File: src/pn3_pkg.sv
// shared types, constants and arithmetic helpers for the 3-d gradient noise unit
// no dependencies
package pn3_pkg;

  localparam int TABLE_SIZE = 256;
  localparam int IDX_BITS   = $clog2(TABLE_SIZE);
  localparam int ENTRY_BITS = 8;
  localparam int FRAC_BITS  = 16;
  localparam int OUT_BITS   = 16;
  localparam int COORD_BITS = 24;

  localparam logic ACT_LOAD = 1'b0;
  localparam logic ACT_EVAL = 1'b1;

  // coordinate fraction with sign room for the far corner
  typedef logic signed [FRAC_BITS+1:0] pos_t;
  // gradient dot products and interpolated values
  typedef logic signed [FRAC_BITS+2:0] nval_t;
  // fade weight, 0..one
  typedef logic [FRAC_BITS:0] fade_t;
  typedef logic [FRAC_BITS-1:0] frac_t;
  typedef logic [IDX_BITS-1:0] idx_t;

  typedef struct packed {
    logic                  is_eval;
    idx_t                  idx;
    logic [ENTRY_BITS-1:0] value;
    idx_t                  xi;
    idx_t                  yi;
    idx_t                  zi;
    frac_t                 fx;
    frac_t                 fy;
    frac_t                 fz;
  } item_t;

  typedef struct packed {
    logic full;
    logic empty;
  } queue_stat_t;

  function automatic frac_t fx_mul(input frac_t a, input frac_t b);
    logic [2*FRAC_BITS-1:0] p;
    p = a * b;
    return p[2*FRAC_BITS-1:FRAC_BITS];
  endfunction

  function automatic fade_t fade_mix(input frac_t t3, input frac_t t4, input frac_t t5);
    logic signed [FRAC_BITS+7:0] r;
    r = $signed({8'd0, t5}) * (FRAC_BITS+8)'(6) - $signed({8'd0, t4}) * (FRAC_BITS+8)'(15)
        + $signed({8'd0, t3}) * (FRAC_BITS+8)'(10);
    if (r < 0) begin
      return '0;
    end else if (r > (FRAC_BITS+8)'(1 << FRAC_BITS)) begin
      return fade_t'(1 << FRAC_BITS);
    end
    return r[FRAC_BITS:0];
  endfunction

  function automatic nval_t grad(input logic [3:0] h, input pos_t x, input pos_t y,
                                 input pos_t z);
    pos_t  u;
    pos_t  v;
    nval_t su;
    nval_t sv;
    u = h[3] ? y : x;
    if (h[3:2] == 2'b00) begin
      v = y;
    end else if (h == 4'd12 || h == 4'd14) begin
      v = x;
    end else begin
      v = z;
    end
    su = h[0] ? -nval_t'(u) : nval_t'(u);
    sv = h[1] ? -nval_t'(v) : nval_t'(v);
    return su + sv;
  endfunction

  function automatic nval_t lerp(input fade_t t, input nval_t a, input nval_t b);
    logic signed [FRAC_BITS+3:0]  d;
    logic signed [2*FRAC_BITS+5:0] p;
    logic signed [2*FRAC_BITS+5:0] s;
    logic signed [FRAC_BITS+3:0]  sum;
    d   = (FRAC_BITS+4)'(b) - (FRAC_BITS+4)'(a);
    p   = $signed({1'b0, t}) * d;
    s   = p >>> FRAC_BITS;
    sum = (FRAC_BITS+4)'(a) + s[FRAC_BITS+3:0];
    return sum[FRAC_BITS+2:0];
  endfunction

endpackage

File: src/pn3_queue.sv
// two-entry queue between front and back
// depends on pn3_pkg
module pn3_queue import pn3_pkg::*; (
  input  logic        clk,
  input  logic        rst,
  input  logic        push,
  input  item_t       push_item,
  input  logic        pop,
  output item_t       head,
  output queue_stat_t stat
);

  item_t      mem [2];
  logic       wp;
  logic       rp;
  logic [1:0] cnt;

  assign head       = mem[rp];
  assign stat.full  = (cnt == 2'd2);
  assign stat.empty = (cnt == 2'd0);

  always_ff @(posedge clk) begin
    if (push) begin
      mem[wp] <= push_item;
    end
  end

  always_ff @(posedge clk) begin
    if (rst) begin
      wp  <= 1'b0;
      rp  <= 1'b0;
      cnt <= 2'd0;
    end else begin
      if (push) begin
        wp <= !wp;
      end
      if (pop) begin
        rp <= !rp;
      end
      cnt <= cnt + 2'(push) - 2'(pop);
    end
  end

endmodule

File: config.mk
export PLATFORM = sky130hd
export DESIGN_NAME = pn3_queue
export DESIGN_NICKNAME = d
export VERILOG_FILES = /design/src/pn3_pkg.sv /design/src/pn3_queue.sv
export SDC_FILE = /design/constraint.sdc
export NUM_CORES = 1
export LEC_CHECK = 0
export BUFFER_PORTS_ARGS = -buffer_cell sky130_fd_sc_hd__buf_2
export CAP_MARGIN = 20
export CORE_UTILIZATION = 29
export CTS_CLUSTER_SIZE = 12
export DETAILED_ROUTE_END_ITERATION = 7
export GPL_ROUTABILITY_DRIVEN = 0
export GPL_TIMING_DRIVEN = 1
export MAX_ROUTING_LAYER = met4
export SLEW_MARGIN = 10
export SYNTH_ARGS = -nofsm -noshare
export SYNTH_HDL_FRONTEND = slang
export SYNTH_SLANG_ARGS = --single-unit
export TNS_END_PERCENT = 1
File: constraint.sdc
create_clock -name clk -period 8.8 [get_ports clk]
set_input_delay 0.44 -clock clk [delete_from_list [all_inputs] [get_ports clk]]
set_output_delay 0.44 -clock clk [all_outputs]
set_load 0.02 [all_outputs]
# Yosys cells after proc, flatten, opt, wreduce, memory -nomap -nowiden
# Memories as Yosys holds them, arrays and structs flattened. A register that Yosys moved wholly into a read port is not among the register bits.
# Cells that the tools add are included.
dict set report word_totals {
  ff_bits 4
  latch_bits 0
  mem_bits_rw 178
  rom_bits 0
  in_bits 93
  out_inout_bits 91
  memories 1
}
dict set report classes {
  n_addsub 2
  mul 0
  div 0
  order_cmp 0
  n_eq_ne 1
  shifts 0
  n_mux 4
  n_bitwise 0
  n_reduce_logical 3
}
# memory words width read_ports rd_ports_with_merged_regs write_ports line
set memory_table {}
lappend memory_table {mem 2 89 1 1 1 pn3_queue.sv:13} ;# item_t mem [2];
# op count
set op_table {}
lappend op_table {{1-bit two-way mux} 4}
lappend op_table {{2-bit by 1-bit adder with 2-bit output} 1}
lappend op_table {{2-bit equality test, second input constant} 1}
lappend op_table {{1-bit zero test} 2}
lappend op_table {{2-bit zero test} 1}
lappend op_table {{2-bit by 1-bit subtractor with 2-bit output} 1}

# Depth between registers and ports, before layout
# Gate-level depths: netlist (run 1).
dict set report logic_depth {
  ltp_word 3
  depth_mapped 6
  mapped_depth_nobuf 6
}

# Least setup slack after synthesis (run 1)
# No wires, ideal clock.
dict set report synth_path {
  path_kind {input to register}
  start {input port push}
  end {memory mem[0][0] in the netlist's numbering (enable)}
  setup_time_ns 0.548
  arrival_time_ns 4.322
  required_time_ns 8.252
  path_slack_ns 3.930
  stages 1
  path_buffers 0
  path_cell_list {nor2b_1}
}
dict set report synth_via {
  elab_chain_len 2
}
# element line
set synth_lines {}
lappend synth_lines {{start, declared} pn3_queue.sv:6} ;# input logic push,
lappend synth_lines {{1-bit two-way mux} pn3_queue.sv:23} ;# if (push) begin
lappend synth_lines {{1-bit two-way mux (not written as such)} pn3_queue.sv:24} ;# mem[wp] <= push_item;
lappend synth_lines {{end, declared} pn3_queue.sv:13}
# No other way between the ends.

==> out/qor.yml, run 1 <==
hpwl_mm: 8.17
dieHeight_um: 154
cp_max_fo: 48
fin_ws_ps: 5940
fin_worst_skew_ps: 14.2
yosysSeqAreaShare_pct: 81.6
wirelength_mm: 12.7
cp-start-kind: "flip-flop"
drc: 0
syn-mean-instance-area_um2: 22.4
finalPower_uw: 2110
grt_util_all_layers_pct: 11.4
io_buffer_count: 183
yosys.area.top_type_share_pct: 80.1
drtIter0Drc: 156
cts.clk_slew.worst_paths_ps: 80
setup_viol: 0
maxCapViolCount: 0
num_antenna_cells: 0
max_freq_mhz: 350
slowest_stage: "dfxtp_4"
synth_top_cell_by_area: "edfxtp_1"
grt_pass1_vias: 3720
fin_crit_sh_pct: 32.5
fill_cells: 2117
synth_nets: 393
cts_hold_buf: 0
route.vias.total: 3407
rsz0062_at_grt: "false"
fin_tns_setup_ps: 0
die-area_um2: 23600
grt_pass1_wl_mm: 19.7
multi_input_area_um2: 1160
required_ps: 8360
drive_gt1_share_pct: 61.3
grt_max_degree: 49
critPathMaxStageDelay_ps: 720
cts_resized: 0
final_cell_mix: "buf_2, edfxtp_1, mux2_2"
synth.distinct_cells: 13
seqCellArea_um2: 5450
path_class: "flip-flop to output pin"
antenna_found_initial: 0
core_um2: 22600
p_leak_uw: 0.00320
clockBufferDepth: 2
path_buf_inv: 2
timing.hold.ws_ps: 201
final_common_cell: "buf_2"
tightest_slew_ps: 698
ys_top_cells_by_area: "edfxtp_1, mux2_2, mux2_4"
rows: 55
start_util_pct: 29.6
post_cts_buffers: 0
ios: 184
grt.overflow.total: 0
end_kind: "output pin"
vias_per_cell: 4.30
slew_headroom_pct: 53.5
ir_drop_uv: 111
worstHoldPathType: "input port to flip-flop"
period_needed_ps: 2860
fp.dieW_um: 154
wl_per_cell_um: 16.1
p_per_area_nw_per_um2: 246
ant_nets: 0
cts_sinks: 183
nets: 589
status: "complete, no violations"
finalHoldViolCount: 0
cp_cell_sequence: "buf_4 -> mux2_2 -> buf_2"
slew_violations: 0
syn-cell-area_um2: 6670
cts_max_level: 4
drt_first_pass_iters: 6
clockRootBuffer: "clkbuf_16"
place_ws_ps: 6290
crit_family: "buffers and inverters"
clock_latency_ps: 420
fin_util_pct: 37.9
synth_seq_cells: 183
cp.arrival_ps: 2420
syn_to_final_growth_pct: 28.3
syn_inst: 298
numCtsBuffers: 17
ys_warn_count: 0
cts_tree: "yes"
power breakdown:
group	internal, µW	switching, µW	leakage, µW
combinational	103	142	0.00118
sequential	1020	20.6	0.00171
clock	484	339	0.000312
total	1600	502	0.00320
synth_stat cells:
cell and number:
mux2_4 10, and2_1 1, xnor3_1 1, dfxtp_1 5, xnor2_1 2, mux2_2 79
inv_1 2, buf_2 7, nor2b_1 3, ha_1 2, nor2_1 5, buf_6 3
edfxtp_1 178
final cells by class:
type                    count  area share (%)
clock buffers              17            4.97
clock inverters            15            2.53
inverters                   2          0.0877
multi-input cells         103            13.5
flip-flops and latches    183            63.7
well taps                 285            4.17
repair buffers            187            11.1
state kept, by name, summed over array words and instances (netlist names), named ones only:
| signal | flops |
|---|---|
| mem | 178 |
| rp | 1 |
| wp | 1 |
| cnt | 2 |
routing by layer:
| metal | track usage, % | vias up | share of wire (%) |
|---|---|---|---|
| met2 | 18.9 | 118 | 50 |
| met4 | 3.81 | 0 | 0.99 |
| met1 | 12.9 | 1710 | 43 |
| li1 | - | 1568 | - |
| met5 | - | - | 0 |
| met3 | 4.09 | 11 | 6.2 |
worst reg2reg max path, cell delays in order (launching register included):
cell     delay (ps)
dfxtp_1         420
and2_4          590
buf_4           710
kinds of logic (layout without fill, tap and decap cells):
group	Yosys count	in the layout	share of synthesized area, %
xor gates and xnor gates	3	3	0.600
and+or+nand+nor	9	9	0.657
adders and majority gates	2	2	0.375
muxes	89	89	15.6
DFF	183	183	81.6
buffers and inverters	12	221	1.14
metrics by stage:
step	instance area, µm²	cells
2_1_floorplan	6670	298
3_3_place_gp	7920	760
3_5_place_dp	7920	760
4_1_cts	8560	792
5_1_grt	8560	792
6_report	8560	792
worst paths after layout:
path	start	endpoint	slack [ps]	cells past startpoint
max	flip-flop	head[25]	5940	3
min	push_item[8]	mem[1][8]	200	1
max reg2reg	wp	mem[1][82]	6690	2
min reg2reg	rp	rp	520	2
No activity file was read; power rests on OpenSTA's default activity.
==> run 2: changes to the inputs <==
Clock period 8.8 ns to 3 ns, I/O delays scaled along.
==> out/qor.yml, run 2 (same netlist as run 1, synthesis figures left out) <==
drive_gt1_share_pct: 52.1  # -9.2 points
start_util_pct: 29.6  # unchanged
fin_tns_setup_ps: 0  # unchanged
syn_to_final_growth_pct: 41.7
grt.overflow.total: 0  # unchanged
route.vias.total: 3703  # +8.7%
multi_input_area_um2: 1160  # unchanged
fin_worst_skew_ps: 6.36  # -7.81 ps
nets: 679  # +15%
ir_drop_uv: 311  # +180%
setup_viol: 0  # unchanged
max_freq_mhz: 441
path_class: "flip-flop to output pin"
period_needed_ps: 2270
fp.dieW_um: 154  # unchanged
cp.arrival_ps: 2120  # -300 ps
maxCapViolCount: 0  # unchanged
reg.largest.list: "mem: 178 flops, cnt: 2 flops"
numCtsBuffers: 17  # unchanged
p_leak_uw: 0.00357  # +11%
final_cell_mix: "buf_2, edfxtp_1, dlygate4sd3_1"
hpwl_mm: 7.99  # -2.3%
num_antenna_cells: 0  # unchanged
finalHoldViolCount: 0  # unchanged
slew_headroom_pct: 51.8  # -1.6 points
die-area_um2: 23600  # unchanged
end_kind: "output pin"
core_um2: 22600  # unchanged
grt_pass1_vias: 4130  # +11%
clockBufferDepth: 2  # unchanged
cts.clk_slew.worst_paths_ps: 70  # about the same
fill_cells: 2026  # -4.3%
vias_per_cell: 4.20  # -2.4%
drtIter0Drc: 168  # +7.7%
ios: 184  # unchanged
antenna_found_initial: 0  # unchanged
status: "complete, no violations"
required_ps: 2850  # -5510 ps
cts_tree: "yes"
io_buffer_count: 183  # unchanged
cp_max_fo: 52  # +8.3%
top_register: "mem"
fin_crit_sh_pct: 75.5
worstHoldPathType: "input port to flip-flop"
cts_sinks: 183  # unchanged
clock_latency_ps: 420  # about the same
slew_violations: 0  # unchanged
p_per_area_nw_per_um2: 647  # +160%
wl_per_cell_um: 14.8  # -8.1%
cts_max_level: 4  # unchanged
rows: 55  # unchanged
seqCellArea_um2: 5450  # unchanged
largest_reg_flops: 178  # unchanged
cp-start-kind: "flip-flop"
finalPower_uw: 6120  # +190%
grt_util_all_layers_pct: 11.7  # +0.25 points
cts_resized: 0  # unchanged
rsz0062_at_grt: "false"
clockRootBuffer: "clkbuf_16"
final_common_cell: "buf_2"
grt_max_degree: 53  # +8.2%
drt_first_pass_iters: 4  # -2
dieHeight_um: 154  # unchanged
wirelength_mm: 13.0  # +2.4%
ant_nets: 0  # unchanged
grt_pass1_wl_mm: 20.5  # +4.3%
drc: 0  # unchanged
timing.hold.ws_ps: 31.9  # -169 ps
tightest_slew_ps: 723  # +24.5 ps
==> run 2: changes by cell type in the layout (fill, tap and decap cells not counted) <==
| cell | change |
|---|---|
| buf_12 | +2 |
| buf_4 | -2 |
| bufinv_16 | -3 |
| clkinv_2 | -1 |
| clkinv_4 | -1 |
| clkinv_8 | +3 |
| clkinvlp_4 | -1 |
| dlygate4sd3_1 | +90 |
| inv_6 | +2 |
| inv_8 | +1 |
==> run 2: final timing paths <==
kind | to | from | slack, ps | cells after the start
setup / recovery | head[33] | flip-flop | 730 | 3
hold / removal | rp | pop | 30 | 3
setup reg to reg | mem[1][16] | wp | 1300 | 2
hold reg to reg | rp | rp | 530 | 2
==> run 2: repair_timing <==
item | 4_1_cts | 5_1_grt
hold buffers | 90 | 0
endpoints found under the hold margin | 183 | 0
setup buffers | 0 | 0
endpoints found under the setup margin | 0 | 0
==> run 2: layout make-up <==
class                           count  area share (%)
Clock buffer                       17            4.50
Clock inverter                     15            1.93
Inverter                            2          0.0794
Multi-Input combinational cell    103            12.3
Sequential cell                   183            57.7
Tap cell                          285            3.77
Timing Repair Buffer              277            19.8
==> run 2: worst max-delay path, cell delays in order, from the launching register on <==
cell,delay (ps)
dfxtp_4,730
buf_12,340
mux2_2,390
buf_2,160
==> run 2: report_power, final <==
group	internal [µW]	total (µW)	switching [µW]	leakage, µW
Clock	1200	2260	1060	0.000297
Sequential	2980	3040	59.8	0.00171
Combinational	384	817	433	0.00156
Total	4570	6120	1550	0.00357
==> run 2: metal layers <==
layer | global-route usage [%] | up-vias | routed length [µm]
met5 | - | - | 0
met4 | 3.43 | 0 | 69
met3 | 3.33 | 6 | 624
met2 | 20.6 | 114 | 6830
met1 | 12.8 | 1834 | 5500
li1 | - | 1749 | -
==> run 2: stage by stage <==
step	cells	cell area [µm²]	setup slack [ps]	util (%)
after global placement	760	7940	1160	35.2
after detailed placement	760	7940	1130	35.2
after CTS	882	9450	670	41.9
final	882	9450	734	41.9
after floorplan	298	6680	65.8	-
after global routing	882	9450	596	41.9
